===== src/hw/rtl/usb_battery_charge_manager_macros.svh =====
// Assertion macros shared by the charge manager RTL.
`ifndef USB_BATTERY_CHARGE_MANAGER_MACROS_SVH
`define USB_BATTERY_CHARGE_MANAGER_MACROS_SVH

// Same-cycle implication, disabled while reset is high.
`define UBCM_ASSERT_NOW(label, clk, rst, pre, post) \
  label: assert property (@(posedge clk) disable iff (rst) (pre) |-> (post)) \
    else $error("charge manager check failed");

// Next-cycle implication, disabled while reset is high.
`define UBCM_ASSERT_NEXT(label, clk, rst, pre, post) \
  label: assert property (@(posedge clk) disable iff (rst) (pre) |=> (post)) \
    else $error("charge manager check failed");

`endif


===== src/hw/rtl/ubcm_pkg.sv =====
// Types, codes and reset constants of the USB battery charge manager.
`default_nettype none

package ubcm_pkg;

  localparam logic [1:0] CMD_TICK  = 2'd0;
  localparam logic [1:0] CMD_USB   = 2'd1;
  localparam logic [1:0] CMD_LIGHT = 2'd2;

  localparam logic [1:0] MODE_IDLE      = 2'd0;
  localparam logic [1:0] MODE_DISCHARGE = 2'd1;
  localparam logic [1:0] MODE_USB       = 2'd2;

  localparam logic [1:0] TEMP_OK      = 2'd0;
  localparam logic [1:0] TEMP_HIGH    = 2'd1;
  localparam logic [1:0] TEMP_REMOVED = 2'd2;

  localparam logic [1:0] VOLT_OK   = 2'd0;
  localparam logic [1:0] VOLT_LOW  = 2'd1;
  localparam logic [1:0] VOLT_CRIT = 2'd2;

  localparam logic [1:0] CHIP_INIT     = 2'd0;
  localparam logic [1:0] CHIP_CHARGING = 2'd1;
  localparam logic [1:0] CHIP_DONE     = 2'd2;
  localparam logic [1:0] CHIP_FAULT    = 2'd3;

  localparam logic [2:0] STAT_IDLE     = 3'd0;
  localparam logic [2:0] STAT_CHARGING = 3'd1;
  localparam logic [2:0] STAT_DONE     = 3'd2;
  localparam logic [2:0] STAT_CFAULT   = 3'd3;
  localparam logic [2:0] STAT_TFAULT   = 3'd4;
  localparam logic [2:0] STAT_NOBAT    = 3'd5;
  localparam logic [2:0] STAT_CRIT     = 3'd6;

  localparam logic [1:0] REG_CHARGE_SETTLE  = 2'd0;
  localparam logic [1:0] REG_BATTERY_SETTLE = 2'd1;
  localparam logic [1:0] REG_SESSION_LIMIT  = 2'd2;

  localparam logic [15:0] CHARGE_SETTLE_RST  = 16'd500;
  localparam logic [15:0] BATTERY_SETTLE_RST = 16'd500;
  localparam logic [31:0] SESSION_LIMIT_RST  = 32'd28800000;

  typedef struct packed {
    logic [1:0]  cmd;
    logic [15:0] elapsed_ms;
    logic        usb_connected;
    logic        light_active;
    logic [1:0]  temp_code;
    logic [1:0]  volt_code;
    logic        charge_on_readback;
    logic [1:0]  chip_code;
  } item_t;

  typedef struct packed {
    logic        battery_out;
    logic        charge_on;
    logic        fast_charge;
    logic [2:0]  charge_status;
    logic        chip_valid;
    logic        chip_charging;
    logic        charge_report;
    logic [1:0]  volt_level;
    logic        volt_report;
    logic [1:0]  run_state;
    logic        path_ready;
    logic        unplug_prepare;
  } res_t;

  typedef struct packed {
    logic [15:0] charge_settle;
    logic [15:0] battery_settle;
    logic [31:0] session_limit;
  } cfg_t;

  typedef struct packed {
    logic [1:0]  mode;
    logic        on_usb;
    logic        light_on;
    logic        dis_en;
    logic        vpoll;
    logic [15:0] bat_left;
    logic [15:0] chg_left;
    logic [31:0] sess;
    logic        sess_to;
    logic        apply_pend;
    logic        fade_pend;
    logic        rep_valid;
    logic        rep_cv;
    logic        rep_cc;
    logic        rep_fast;
    logic [2:0]  rep_status;
    logic [1:0]  rep_level;
    logic        chg_cmd;
    logic        fast_cmd;
    logic [2:0]  cur_status;
    logic        cur_cv;
    logic        cur_cc;
    logic        cur_fast;
  } st_t;

endpackage

`default_nettype wire


===== src/hw/rtl/ubcm_in_if.sv =====
// Input item channel of the charge manager.
`default_nettype none

interface ubcm_in_if;
  logic        valid;
  logic        ready;
  logic [1:0]  cmd;
  logic [15:0] elapsed_ms;
  logic        usb_connected;
  logic        light_active;
  logic [1:0]  temp_code;
  logic [1:0]  volt_code;
  logic        charge_on_readback;
  logic [1:0]  chip_code;

  modport source (
    output valid, cmd, elapsed_ms, usb_connected, light_active, temp_code, volt_code,
           charge_on_readback, chip_code,
    input  ready
  );
  modport sink (
    input  valid, cmd, elapsed_ms, usb_connected, light_active, temp_code, volt_code,
           charge_on_readback, chip_code,
    output ready
  );
endinterface

`default_nettype wire


===== src/hw/rtl/ubcm_out_if.sv =====
// Result item channel of the charge manager.
`default_nettype none

interface ubcm_out_if;
  logic       valid;
  logic       ready;
  logic       battery_out;
  logic       charge_on;
  logic       fast_charge;
  logic [2:0] charge_status;
  logic       chip_valid;
  logic       chip_charging;
  logic       charge_report;
  logic [1:0] volt_level;
  logic       volt_report;
  logic [1:0] run_state;
  logic       path_ready;
  logic       unplug_prepare;

  modport source (
    output valid, battery_out, charge_on, fast_charge, charge_status, chip_valid,
           chip_charging, charge_report, volt_level, volt_report, run_state,
           path_ready, unplug_prepare,
    input  ready
  );
  modport sink (
    input  valid, battery_out, charge_on, fast_charge, charge_status, chip_valid,
           chip_charging, charge_report, volt_level, volt_report, run_state,
           path_ready, unplug_prepare,
    output ready
  );
endinterface

`default_nettype wire


===== src/hw/rtl/ubcm_cfg_if.sv =====
// Configuration write channel of the charge manager.
`default_nettype none

interface ubcm_cfg_if;
  logic        valid;
  logic        ready;
  logic [1:0]  index;
  logic [31:0] data;

  modport source (output valid, index, data, input ready);
  modport sink (input valid, index, data, output ready);
endinterface

`default_nettype wire


===== src/hw/rtl/ubcm_cfg.sv =====
// Configuration registers of the charge manager.
`default_nettype none

module ubcm_cfg
  import ubcm_pkg::*;
(
  input  wire logic   clk,
  input  wire logic   rst,
  ubcm_cfg_if.sink    cfg,
  output cfg_t        regs
);

  assign cfg.ready = !rst;

  always_ff @(posedge clk) begin
    if (rst) begin
      regs.charge_settle  <= CHARGE_SETTLE_RST;
      regs.battery_settle <= BATTERY_SETTLE_RST;
      regs.session_limit  <= SESSION_LIMIT_RST;
    end else if (cfg.valid) begin
      case (cfg.index)
        REG_CHARGE_SETTLE:  regs.charge_settle  <= cfg.data[15:0];
        REG_BATTERY_SETTLE: regs.battery_settle <= cfg.data[15:0];
        REG_SESSION_LIMIT:  regs.session_limit  <= cfg.data;
        default: ;
      endcase
    end
  end

endmodule

`default_nettype wire


===== src/hw/rtl/ubcm_step.sv =====
// Next-state and result logic for one item of the charge manager.
`default_nettype none

module ubcm_step
  import ubcm_pkg::*;
(
  input  st_t   cur,
  input  item_t item,
  input  cfg_t  regs,
  output st_t   nxt,
  output res_t  res
);

  typedef struct packed {
    logic [1:0] temp;
    logic [1:0] volt;
    logic [1:0] chip;
    logic       en;
  } smp_t;

  st_t         s;
  smp_t        m;
  logic        p_report;
  logic        p_volt;
  logic        p_ready;
  logic        p_prep;
  logic        restore;
  logic        chip_ok;
  logic [1:0]  lvl;
  logic [32:0] sum;

  function automatic smp_t fetch(item_t it, logic vpoll, logic [15:0] bat_left);
    smp_t f;
    f = '0;
    if (it.usb_connected) begin
      f.temp = it.temp_code;
      f.volt = it.volt_code;
      f.en   = it.charge_on_readback;
      f.chip = it.charge_on_readback ? it.chip_code : CHIP_INIT;
    end else if (vpoll && (bat_left == '0)) begin
      f.volt = it.volt_code;
    end
    return f;
  endfunction

  function automatic st_t charge_control(st_t s0, smp_t f, logic [15:0] cset);
    st_t        r;
    logic       cv;
    logic [2:0] st;
    logic       allow;
    r  = s0;
    cv = f.en && (s0.chg_left == '0);
    if (f.temp == TEMP_REMOVED) st = STAT_NOBAT;
    else if (f.temp == TEMP_HIGH) st = STAT_TFAULT;
    else if (cv && f.chip == CHIP_FAULT) st = STAT_CFAULT;
    else if (cv && f.volt == VOLT_CRIT) st = STAT_CRIT;
    else if (cv && f.chip == CHIP_CHARGING) st = STAT_CHARGING;
    else if (cv && f.chip == CHIP_DONE) st = STAT_DONE;
    else if (s0.sess_to) st = STAT_DONE;
    else if (f.en) st = STAT_CHARGING;
    else st = STAT_IDLE;
    allow = (st == STAT_CHARGING) || (st == STAT_IDLE);
    r.chg_cmd  = allow;
    r.fast_cmd = !s0.light_on;
    if (allow && !f.en) r.chg_left = cset;
    else if (!allow) r.chg_left = '0;
    r.cur_status = st;
    r.cur_fast   = !s0.light_on;
    r.cur_cv     = cv;
    r.cur_cc     = cv && (f.chip == CHIP_CHARGING);
    return r;
  endfunction

  function automatic logic report_ind(st_t s0);
    return s0.on_usb && (!s0.rep_valid || (s0.cur_status != s0.rep_status) ||
                         (s0.cur_cv != s0.rep_cv) || (s0.cur_cc != s0.rep_cc));
  endfunction

  function automatic st_t report_upd(st_t s0);
    st_t r;
    r = s0;
    if (report_ind(s0) || (s0.on_usb && (s0.cur_fast != s0.rep_fast))) begin
      r.rep_status = s0.cur_status;
      r.rep_cv     = s0.cur_cv;
      r.rep_cc     = s0.cur_cc;
      r.rep_fast   = s0.cur_fast;
      r.rep_valid  = 1'b1;
    end
    return r;
  endfunction

  always_comb begin
    s        = cur;
    m        = '0;
    p_report = 1'b0;
    p_volt   = 1'b0;
    p_ready  = 1'b0;
    p_prep   = 1'b0;
    restore  = 1'b0;
    chip_ok  = 1'b0;
    lvl      = VOLT_OK;
    sum      = '0;
    case (item.cmd)
      CMD_TICK: begin
        if (s.mode == MODE_DISCHARGE) begin
          if (s.bat_left != '0) begin
            s.bat_left = (item.elapsed_ms >= s.bat_left) ? '0 : s.bat_left - item.elapsed_ms;
          end
        end else if (s.mode == MODE_USB) begin
          if (s.chg_left != '0) begin
            s.chg_left = (item.elapsed_ms >= s.chg_left) ? '0 : s.chg_left - item.elapsed_ms;
          end
        end
        m        = fetch(item, s.vpoll, s.bat_left);
        s.on_usb = item.usb_connected;
        if (s.apply_pend) begin
          s.apply_pend = 1'b0;
          if (s.on_usb) begin
            s.bat_left = '0;
            s.dis_en   = 1'b0;
            s.vpoll    = 1'b0;
            s          = charge_control(s, m, regs.charge_settle);
            p_report   = report_ind(s);
            s          = report_upd(s);
            p_prep     = s.fade_pend;
            s.fade_pend = 1'b0;
            p_ready    = 1'b1;
          end else begin
            restore = s.fade_pend;
            p_prep  = restore;
            if (restore || s.light_on) begin
              if (!s.dis_en) begin
                s.dis_en   = 1'b1;
                s.bat_left = regs.battery_settle;
              end
              s.vpoll     = 1'b1;
              s.fade_pend = 1'b0;
              p_ready     = 1'b1;
            end else begin
              s.bat_left = '0;
              s.dis_en   = 1'b0;
              s.vpoll    = 1'b0;
            end
          end
        end
        if (s.mode == MODE_DISCHARGE) begin
          if (s.vpoll && (s.bat_left == '0) && !s.on_usb) begin
            lvl = (m.volt == VOLT_CRIT) ? VOLT_CRIT :
                  ((m.volt == VOLT_LOW) ? VOLT_LOW : VOLT_OK);
            if (lvl != s.rep_level) begin
              s.rep_level = lvl;
              p_volt      = 1'b1;
              if (lvl == VOLT_CRIT) begin
                s.bat_left = '0;
                s.dis_en   = 1'b0;
                s.vpoll    = 1'b0;
                s.mode     = MODE_IDLE;
              end
            end
          end
        end else if (s.mode == MODE_USB) begin
          chip_ok = m.en && (s.chg_left == '0);
          if (!s.on_usb) begin
            s.sess    = '0;
            s.sess_to = 1'b0;
          end else if (!s.sess_to) begin
            if (!chip_ok) begin
              s.sess = '0;
            end else if (m.chip == CHIP_DONE) begin
              s.sess    = '0;
              s.sess_to = 1'b0;
            end else if (m.chip != CHIP_FAULT) begin
              sum    = {1'b0, s.sess} + {17'd0, item.elapsed_ms};
              s.sess = sum[32] ? '1 : sum[31:0];
              if (s.sess >= regs.session_limit) s.sess_to = 1'b1;
            end
          end
          s        = charge_control(s, m, regs.charge_settle);
          p_report = p_report | report_ind(s);
          s        = report_upd(s);
        end
      end
      CMD_USB: begin
        if (item.usb_connected) begin
          s.on_usb   = 1'b1;
          s.chg_left = regs.charge_settle;
          s.bat_left = '0;
          s.dis_en   = 1'b0;
        end else begin
          s.on_usb     = 1'b0;
          s.chg_cmd    = 1'b0;
          s.fast_cmd   = 1'b0;
          p_report     = s.rep_valid;
          s.rep_valid  = 1'b0;
          s.rep_status = STAT_IDLE;
          s.rep_cv     = 1'b0;
          s.rep_cc     = 1'b0;
          s.rep_fast   = 1'b0;
          s.cur_status = STAT_IDLE;
          s.cur_cv     = 1'b0;
          s.cur_cc     = 1'b0;
          s.cur_fast   = 1'b0;
          s.chg_left   = '0;
          s.sess       = '0;
          s.sess_to    = 1'b0;
          s.fade_pend  = s.light_on;
        end
        s.mode       = s.on_usb ? MODE_USB : (s.light_on ? MODE_DISCHARGE : MODE_IDLE);
        s.apply_pend = 1'b1;
      end
      CMD_LIGHT: begin
        if (s.light_on != item.light_active) begin
          s.light_on = item.light_active;
          m          = fetch(item, s.vpoll, s.bat_left);
          s.on_usb   = item.usb_connected;
          s.mode     = s.on_usb ? MODE_USB : (s.light_on ? MODE_DISCHARGE : MODE_IDLE);
          if (!s.on_usb) begin
            s.vpoll = s.light_on;
            if (s.light_on) begin
              if (!s.dis_en) begin
                s.dis_en   = 1'b1;
                s.bat_left = regs.battery_settle;
              end
              p_prep      = s.fade_pend;
              s.fade_pend = 1'b0;
              p_ready     = 1'b1;
            end else begin
              s.bat_left = '0;
              s.dis_en   = 1'b0;
            end
          end else begin
            s        = charge_control(s, m, regs.charge_settle);
            p_report = report_ind(s);
            s        = report_upd(s);
          end
        end
      end
      default: ;
    endcase
  end

  assign nxt = s;

  always_comb begin
    res.battery_out    = s.dis_en;
    res.charge_on      = s.chg_cmd;
    res.fast_charge    = s.fast_cmd;
    res.charge_status  = s.cur_status;
    res.chip_valid     = s.cur_cv;
    res.chip_charging  = s.cur_cc;
    res.charge_report  = p_report;
    res.volt_level     = s.rep_level;
    res.volt_report    = p_volt;
    res.run_state      = s.mode;
    res.path_ready     = p_ready;
    res.unplug_prepare = p_prep;
  end

endmodule

`default_nettype wire


===== src/hw/rtl/usb_battery_charge_manager.sv =====
// USB battery charge manager top level.
// One item (poll tick, USB plug event or main-light event) is taken per clock cycle while
// the result side keeps taking items. An accepted item is held in an input register, its
// whole state update and result are computed combinationally by next-state logic, and
// the result lands in an output register as the item leaves the input register. The
// sustained rate is one item per cycle while the result side keeps taking items. A
// waiting result holds the input register, so at most two items are inside the block.
// The tick path, with its settle countdown, 32-bit session add and limit compare and the
// status resolution, is the longest. Configuration writes are taken at any time outside
// reset and must only be made while no item is in flight.
`default_nettype none

module usb_battery_charge_manager
  import ubcm_pkg::*;
(
  input  wire logic  clk,
  input  wire logic  rst,
  ubcm_in_if.sink    item_in,
  ubcm_out_if.source result_out,
  ubcm_cfg_if.sink   cfg
);

  `include "usb_battery_charge_manager_macros.svh"

  cfg_t  regs;
  item_t item_q;
  logic  in_valid;
  st_t   state;
  st_t   state_next;
  res_t  res_next;
  res_t  res_q;
  logic  out_valid;
  logic  advance;

  ubcm_cfg u_cfg (
    .clk  (clk),
    .rst  (rst),
    .cfg  (cfg),
    .regs (regs)
  );

  ubcm_step u_step (
    .cur  (state),
    .item (item_q),
    .regs (regs),
    .nxt  (state_next),
    .res  (res_next)
  );

  assign advance       = in_valid && (!out_valid || result_out.ready);
  assign item_in.ready = !rst && (!in_valid || advance);

  always_ff @(posedge clk) begin
    if (rst) begin
      in_valid <= 1'b0;
    end else if (item_in.ready) begin
      in_valid <= item_in.valid;
    end
  end

  always_ff @(posedge clk) begin
    if (item_in.valid && item_in.ready) begin
      item_q.cmd                <= item_in.cmd;
      item_q.elapsed_ms         <= item_in.elapsed_ms;
      item_q.usb_connected      <= item_in.usb_connected;
      item_q.light_active       <= item_in.light_active;
      item_q.temp_code          <= item_in.temp_code;
      item_q.volt_code          <= item_in.volt_code;
      item_q.charge_on_readback <= item_in.charge_on_readback;
      item_q.chip_code          <= item_in.chip_code;
    end
  end

  always_ff @(posedge clk) begin
    if (rst) begin
      state     <= '0;
      out_valid <= 1'b0;
    end else if (advance) begin
      state     <= state_next;
      out_valid <= 1'b1;
    end else if (result_out.ready) begin
      out_valid <= 1'b0;
    end
  end

  always_ff @(posedge clk) begin
    if (advance) begin
      res_q <= res_next;
    end
  end

  assign result_out.valid          = out_valid;
  assign result_out.battery_out    = res_q.battery_out;
  assign result_out.charge_on      = res_q.charge_on;
  assign result_out.fast_charge    = res_q.fast_charge;
  assign result_out.charge_status  = res_q.charge_status;
  assign result_out.chip_valid     = res_q.chip_valid;
  assign result_out.chip_charging  = res_q.chip_charging;
  assign result_out.charge_report  = res_q.charge_report;
  assign result_out.volt_level     = res_q.volt_level;
  assign result_out.volt_report    = res_q.volt_report;
  assign result_out.run_state      = res_q.run_state;
  assign result_out.path_ready     = res_q.path_ready;
  assign result_out.unplug_prepare = res_q.unplug_prepare;

  `UBCM_ASSERT_NOW(a_settle_needs_discharge, clk, rst, state.bat_left != '0, state.dis_en)
  `UBCM_ASSERT_NOW(a_prepare_with_ready, clk, rst, out_valid && res_q.unplug_prepare, res_q.path_ready)
  `UBCM_ASSERT_NEXT(a_stall_holds_state, clk, rst, out_valid && !result_out.ready, $stable(state))
  `UBCM_ASSERT_NEXT(a_advance_gives_result, clk, rst, advance, out_valid)

endmodule

`default_nettype wire

===== src/flat_wrapper.sv =====
// flat-port wrapper written by rule: the top's interface ports become plain ports
module usb_battery_charge_manager_flat import ubcm_pkg::*;
  (clk, rst, item_in_valid, item_in_cmd, item_in_elapsed_ms, item_in_usb_connected, item_in_light_active, item_in_temp_code, item_in_volt_code, item_in_charge_on_readback, item_in_chip_code, item_in_ready, result_out_valid, result_out_battery_out, result_out_charge_on, result_out_fast_charge, result_out_charge_status, result_out_chip_valid, result_out_chip_charging, result_out_charge_report, result_out_volt_level, result_out_volt_report, result_out_run_state, result_out_path_ready, result_out_unplug_prepare, result_out_ready, cfg_valid, cfg_index, cfg_data, cfg_ready);
  ubcm_in_if item_in_i ();
  ubcm_out_if result_out_i ();
  ubcm_cfg_if cfg_i ();
  input  wire logic clk;
  input  wire logic rst;
  input wire logic [$bits(item_in_i.valid)-1:0] item_in_valid;
  input wire logic [$bits(item_in_i.cmd)-1:0] item_in_cmd;
  input wire logic [$bits(item_in_i.elapsed_ms)-1:0] item_in_elapsed_ms;
  input wire logic [$bits(item_in_i.usb_connected)-1:0] item_in_usb_connected;
  input wire logic [$bits(item_in_i.light_active)-1:0] item_in_light_active;
  input wire logic [$bits(item_in_i.temp_code)-1:0] item_in_temp_code;
  input wire logic [$bits(item_in_i.volt_code)-1:0] item_in_volt_code;
  input wire logic [$bits(item_in_i.charge_on_readback)-1:0] item_in_charge_on_readback;
  input wire logic [$bits(item_in_i.chip_code)-1:0] item_in_chip_code;
  output wire logic [$bits(item_in_i.ready)-1:0] item_in_ready;
  output wire logic [$bits(result_out_i.valid)-1:0] result_out_valid;
  output wire logic [$bits(result_out_i.battery_out)-1:0] result_out_battery_out;
  output wire logic [$bits(result_out_i.charge_on)-1:0] result_out_charge_on;
  output wire logic [$bits(result_out_i.fast_charge)-1:0] result_out_fast_charge;
  output wire logic [$bits(result_out_i.charge_status)-1:0] result_out_charge_status;
  output wire logic [$bits(result_out_i.chip_valid)-1:0] result_out_chip_valid;
  output wire logic [$bits(result_out_i.chip_charging)-1:0] result_out_chip_charging;
  output wire logic [$bits(result_out_i.charge_report)-1:0] result_out_charge_report;
  output wire logic [$bits(result_out_i.volt_level)-1:0] result_out_volt_level;
  output wire logic [$bits(result_out_i.volt_report)-1:0] result_out_volt_report;
  output wire logic [$bits(result_out_i.run_state)-1:0] result_out_run_state;
  output wire logic [$bits(result_out_i.path_ready)-1:0] result_out_path_ready;
  output wire logic [$bits(result_out_i.unplug_prepare)-1:0] result_out_unplug_prepare;
  input wire logic [$bits(result_out_i.ready)-1:0] result_out_ready;
  input wire logic [$bits(cfg_i.valid)-1:0] cfg_valid;
  input wire logic [$bits(cfg_i.index)-1:0] cfg_index;
  input wire logic [$bits(cfg_i.data)-1:0] cfg_data;
  output wire logic [$bits(cfg_i.ready)-1:0] cfg_ready;
  assign item_in_i.valid = item_in_valid;
  assign item_in_i.cmd = item_in_cmd;
  assign item_in_i.elapsed_ms = item_in_elapsed_ms;
  assign item_in_i.usb_connected = item_in_usb_connected;
  assign item_in_i.light_active = item_in_light_active;
  assign item_in_i.temp_code = item_in_temp_code;
  assign item_in_i.volt_code = item_in_volt_code;
  assign item_in_i.charge_on_readback = item_in_charge_on_readback;
  assign item_in_i.chip_code = item_in_chip_code;
  assign item_in_ready = item_in_i.ready;
  assign result_out_valid = result_out_i.valid;
  assign result_out_battery_out = result_out_i.battery_out;
  assign result_out_charge_on = result_out_i.charge_on;
  assign result_out_fast_charge = result_out_i.fast_charge;
  assign result_out_charge_status = result_out_i.charge_status;
  assign result_out_chip_valid = result_out_i.chip_valid;
  assign result_out_chip_charging = result_out_i.chip_charging;
  assign result_out_charge_report = result_out_i.charge_report;
  assign result_out_volt_level = result_out_i.volt_level;
  assign result_out_volt_report = result_out_i.volt_report;
  assign result_out_run_state = result_out_i.run_state;
  assign result_out_path_ready = result_out_i.path_ready;
  assign result_out_unplug_prepare = result_out_i.unplug_prepare;
  assign result_out_i.ready = result_out_ready;
  assign cfg_i.valid = cfg_valid;
  assign cfg_i.index = cfg_index;
  assign cfg_i.data = cfg_data;
  assign cfg_ready = cfg_i.ready;
  usb_battery_charge_manager u_core (.clk(clk), .rst(rst), .item_in(item_in_i), .result_out(result_out_i), .cfg(cfg_i));
endmodule

===== config.mk =====
export PLATFORM = sky130hd
export DESIGN_NAME = usb_battery_charge_manager_flat
export DESIGN_NICKNAME = d
export VERILOG_FILES = /design/src/hw/rtl/ubcm_pkg.sv /design/src/hw/rtl/ubcm_in_if.sv /design/src/hw/rtl/ubcm_out_if.sv /design/src/hw/rtl/ubcm_cfg_if.sv /design/src/hw/rtl/ubcm_cfg.sv /design/src/hw/rtl/ubcm_step.sv /design/src/hw/rtl/usb_battery_charge_manager.sv /design/src/flat_wrapper.sv
export VERILOG_INCLUDE_DIRS = /design/src /design/src/hw/rtl
export SDC_FILE = /design/constraint.sdc
export NUM_CORES = 1
export LEC_CHECK = 0
export BUFFER_PORTS_ARGS = -buffer_cell sky130_fd_sc_hd__clkbuf_2
export CAP_MARGIN = 20
export CORE_UTILIZATION = 60
export CTS_BUF_LIST = sky130_fd_sc_hd__clkbuf_2
export DETAILED_ROUTE_END_ITERATION = 8
export HOLD_SLACK_MARGIN = 0.1
export PLACE_DENSITY = 0.87
export SLEW_MARGIN = 20
export SYNTH_ARGS = -nofsm -noshare
export SYNTH_HDL_FRONTEND = slang
export SYNTH_SLANG_ARGS = --single-unit

===== constraint.sdc =====
create_clock -name clk -period 20.1 [get_ports clk]
set_input_delay 3.015 -clock clk [delete_from_list [all_inputs] [get_ports clk]]
set_output_delay 3.015 -clock clk [all_outputs]
set_load 0.05 [all_outputs]

==> run metrics <==
Synth Instances=between 1500 and 2000; CP required=20.85 ns; global-route wire length before repair=66400 um; minimum clock period after layout=approximately 8.5 ns; Layout area overhead=6.12%; crit-path max FO=20; core footprint=21800 sq um; CTS sink count=197; IO Port Bufs=84; YS warnings=0; H-tree depth=4; clock latency on the worst-skew pair=between 0.8 and 0.9 ns; CTS tree=done; Pint=513 uW; Initial Util=61.3%; final setup TNS=0 ns; largest net degree at the start of global routing=78; Final setup viols=0; Distinct cells, synth=between 70 and 80; leakage power=between 0.005 and 0.006 uW; Reg2Reg Depth=34; Hold Startpoint=u_core.u_cfg.regs[11]; sequential share of power=54.5%; Post-synth EDFFs=43; Final Hold Viols=0; combinational share of power=17.3%; post-CTS setup buffer count=0; switching power=around 280 uW; Peak VDD IR=between 30 and 40 uV; final worst slack=around 12 ns; 1st-iter DRT viols=1616; Sw Ratio=between 30% and 40%; clock share of power=approximately 28%; status=complete, no violations; Die W=151 um; fmax=roughly 120 MHz; Tcrit/Tclk final=42.2%; DRC=0; crit path DAT=9.24 ns; die height=151 um; dpl ws=~12 ns; most frequent cell on the critical path=o21ai_0; post-DP HPWL=32000 um; Routed Antenna Nets=0; cts hold-fix bufs=0; clk buf depth=2; vias per cell=roughly 6.7; Clock Pin Slew Worst Setup and Hold Paths=0.36 ns; Synth top area share=23.0%; fin. max-slew vios=0; Routed WL=between 40000 and 50000 um; Synth area leaders=dfxtp_1 23%, edfxtp_1 9.7%, nand2_1 8.1%; TritonCTS buffer count=17; flop-to-flop setup slack=11.61 ns; asr flop ratio synth=0%; routed len/inst=just over 20 um; drt first pass iters=8; Worst Skew=about 0.057 ns; clk root buf=clkbuf_2; fillcell total=1875; layout cell share with drive strength beyond 1=9.13%; Std-Cell Rows=54; GRT overflow=0; reg-to-reg endpoint=u_core.state[15]; vias in the first global route=~13000; Die Area=22900 sq um; WS Path Type=reg2reg; register bit count reported by yosys=197; total number of vias=~14000; gr usage total=37.9%; Syn Nets=1889; Boundary Pins=85; initial antenna violation count=1; Max Cap Viol=0; ys flop type=dfxtp_1; Worst Tran Pin Value=1.00 ns; count leader, synth=nand2_1; Crit-path slowest cell=o211ai_1; Crit. End Element=register; pwr dens=55.6 nW/um^2; r2r startpoint=u_core.item_q[9]; RSZ-0062 raised after global routing=no; Cell Area, Synth=13400 sq um; Critical Path Max Stage Delay=0.68 ns; biggest area consumer among synthesized cells=dfxtp_1; Post-Syn Area per Cell=7.72 sq um; routability-driven placement congestion ratio=0.983; register area share after synthesis=32.7%; nets@finish=1917; Hold Path End=u_core.u_cfg.regs[11]; Post-synth top cells=289 x nand2_1, 154 x dfxtp_1, 152 x nor2_1; hold depth=2; Slew Limit Headroom=33.1%; worst min path class=reg2reg; cts repair resizes=0; crit start category=register
## cells in the final DEF (no fill, tap or decap), types with 7 or more instances in the layout
cell,count
nor4_1,12
o22ai_1,9
edfxtp_1,43
buf_4,12
a21boi_0,9
o21a_1,11
nand4_1,20
nand2_1,289
nor2b_1,15
a31oi_1,21
a211oi_1,20
and2_1,13
o31ai_1,8
ha_1,86
a21oi_1,132
o21ai_0,98
or2_2,9
a311oi_1,21
a22oi_1,54
o211ai_1,36
xnor2_1,29
a21o_1,34
nand2b_1,29
and3_1,13
or3_1,7
clkbuf_2,100
dfxtp_1,154
nor2_1,149
nand3_1,47
nor3_1,45
xor2_1,16
inv_1,86
a221o_1,9
or4_1,9
## metal layers
metal  global-route usage, %  routed length, um  up-vias
li1                        -                  -     6353
met1                    49.6              17200     6429
met2                    59.9              19100      766
met3                    6.20               3820      166
met4                    19.6               2290        0
met5                       0                  0        -
## worst max-delay path, delay by kind of cell, from the launching register on
kind | cells | cell delay [ns]
buffers and inverters | 2 | 0.46
xor gates and xnor gates | 1 | 0.26
DFF | 1 | 0.53
and+or+nand+nor | 3 | 0.50
AOI/OAI and AO/OA | 25 | 5.82
adders and majority gates | 3 | 0.80
## cells by family (layout without fill, tap and decap cells)
family                   Yosys count  after routing  share of synthesized area (%)
AND/OR/NAND/NOR                  687            687                           23.6
buffers and inverters            174            215                           4.98
adder cells (fa/ha/maj)           89             89                           8.49
flip-flops                       197            197                           32.7
other                              0              1                              0
AO/OA/AOI/OAI                    531            531                           26.4
XOR/XNOR                          45             45                           2.95
multiplexers                      11             11                          0.879
## stage by stage
| step | util (%) | cell area [sq um] | hold WS [ns] | power [uW] | instances |
|---|---|---|---|---|---|
| final | 65.0 | 14200 | 0.473 | 789 | 2056 |
| after global routing | 65.0 | 14200 | 0.494 | 817 | 2056 |
| after CTS | 65.0 | 14200 | 0.475 | 783 | 2055 |
| after detailed placement | 63.7 | 13900 | 0.449 | 569 | 2023 |
| after global placement | 63.7 | 13900 | 0.443 | 566 | 2023 |
| after floorplan | - | 13400 | 0.415 | 526 | 1734 |
## state kept, by name, indices dropped and copies added (netlist names)
register                          flops
u_core.result_out.charge_status       3
u_core.result_out.run_state           2
u_core.in_valid                       1
u_core.state                         88
u_core.u_cfg.regs                    64
u_core.result_out.chip_valid          1
u_core.item_q                        27
u_core.result_out.valid               1
u_core.result_out.path_ready          1
u_core.result_out.charge_on           1
u_core.result_out.unplug_prepare      1
u_core.result_out.fast_charge         1
u_core.result_out.volt_level          2
u_core.result_out.charge_report       1
u_core.result_out.battery_out         1
u_core.result_out.chip_charging       1
u_core.result_out.volt_report         1
## cell type report
| type | count | area, sq um | share of cell area (%) |
|---|---|---|---|
| antenna | 1 | 2.50 | 0.0176 |
| clock buffer | 17 | 85.1 | 0.599 |
| clock inverter | 15 | 196 | 1.38 |
| inverter | 88 | 330 | 2.33 |
| multi-input combinational | 1363 | 8350 | 58.8 |
| sequential | 197 | 4370 | 30.8 |
| tap | 280 | 350 | 2.47 |
| timing repair buffer | 95 | 505 | 3.56 |
## power groups by stage
stage | Sequential, uW | Clock [uW] | Combinational (uW)
finish | 430 | 222 | 137
global route | 432 | 236 | 149
global placement | 436 | 0 | 130
floorplan | 438 | 0 | 88.3
detailed placement | 437 | 0 | 132
CTS | 430 | 220 | 133
## worst max path at each step
stage                startpoint                to  slack, ns
3_5_place_dp   u_core.item_q[9]  u_core.state[64]      11.96
2_1_floorplan               rst     item_in_ready      12.89
4_1_cts        u_core.item_q[9]  u_core.state[15]      11.82
6_report       u_core.item_q[9]  u_core.state[15]      11.61
5_1_grt        u_core.item_q[9]  u_core.state[63]      10.76
3_3_place_gp   u_core.item_q[9]  u_core.state[64]      12.18
No activity file was read; power rests on OpenSTA's default activity.
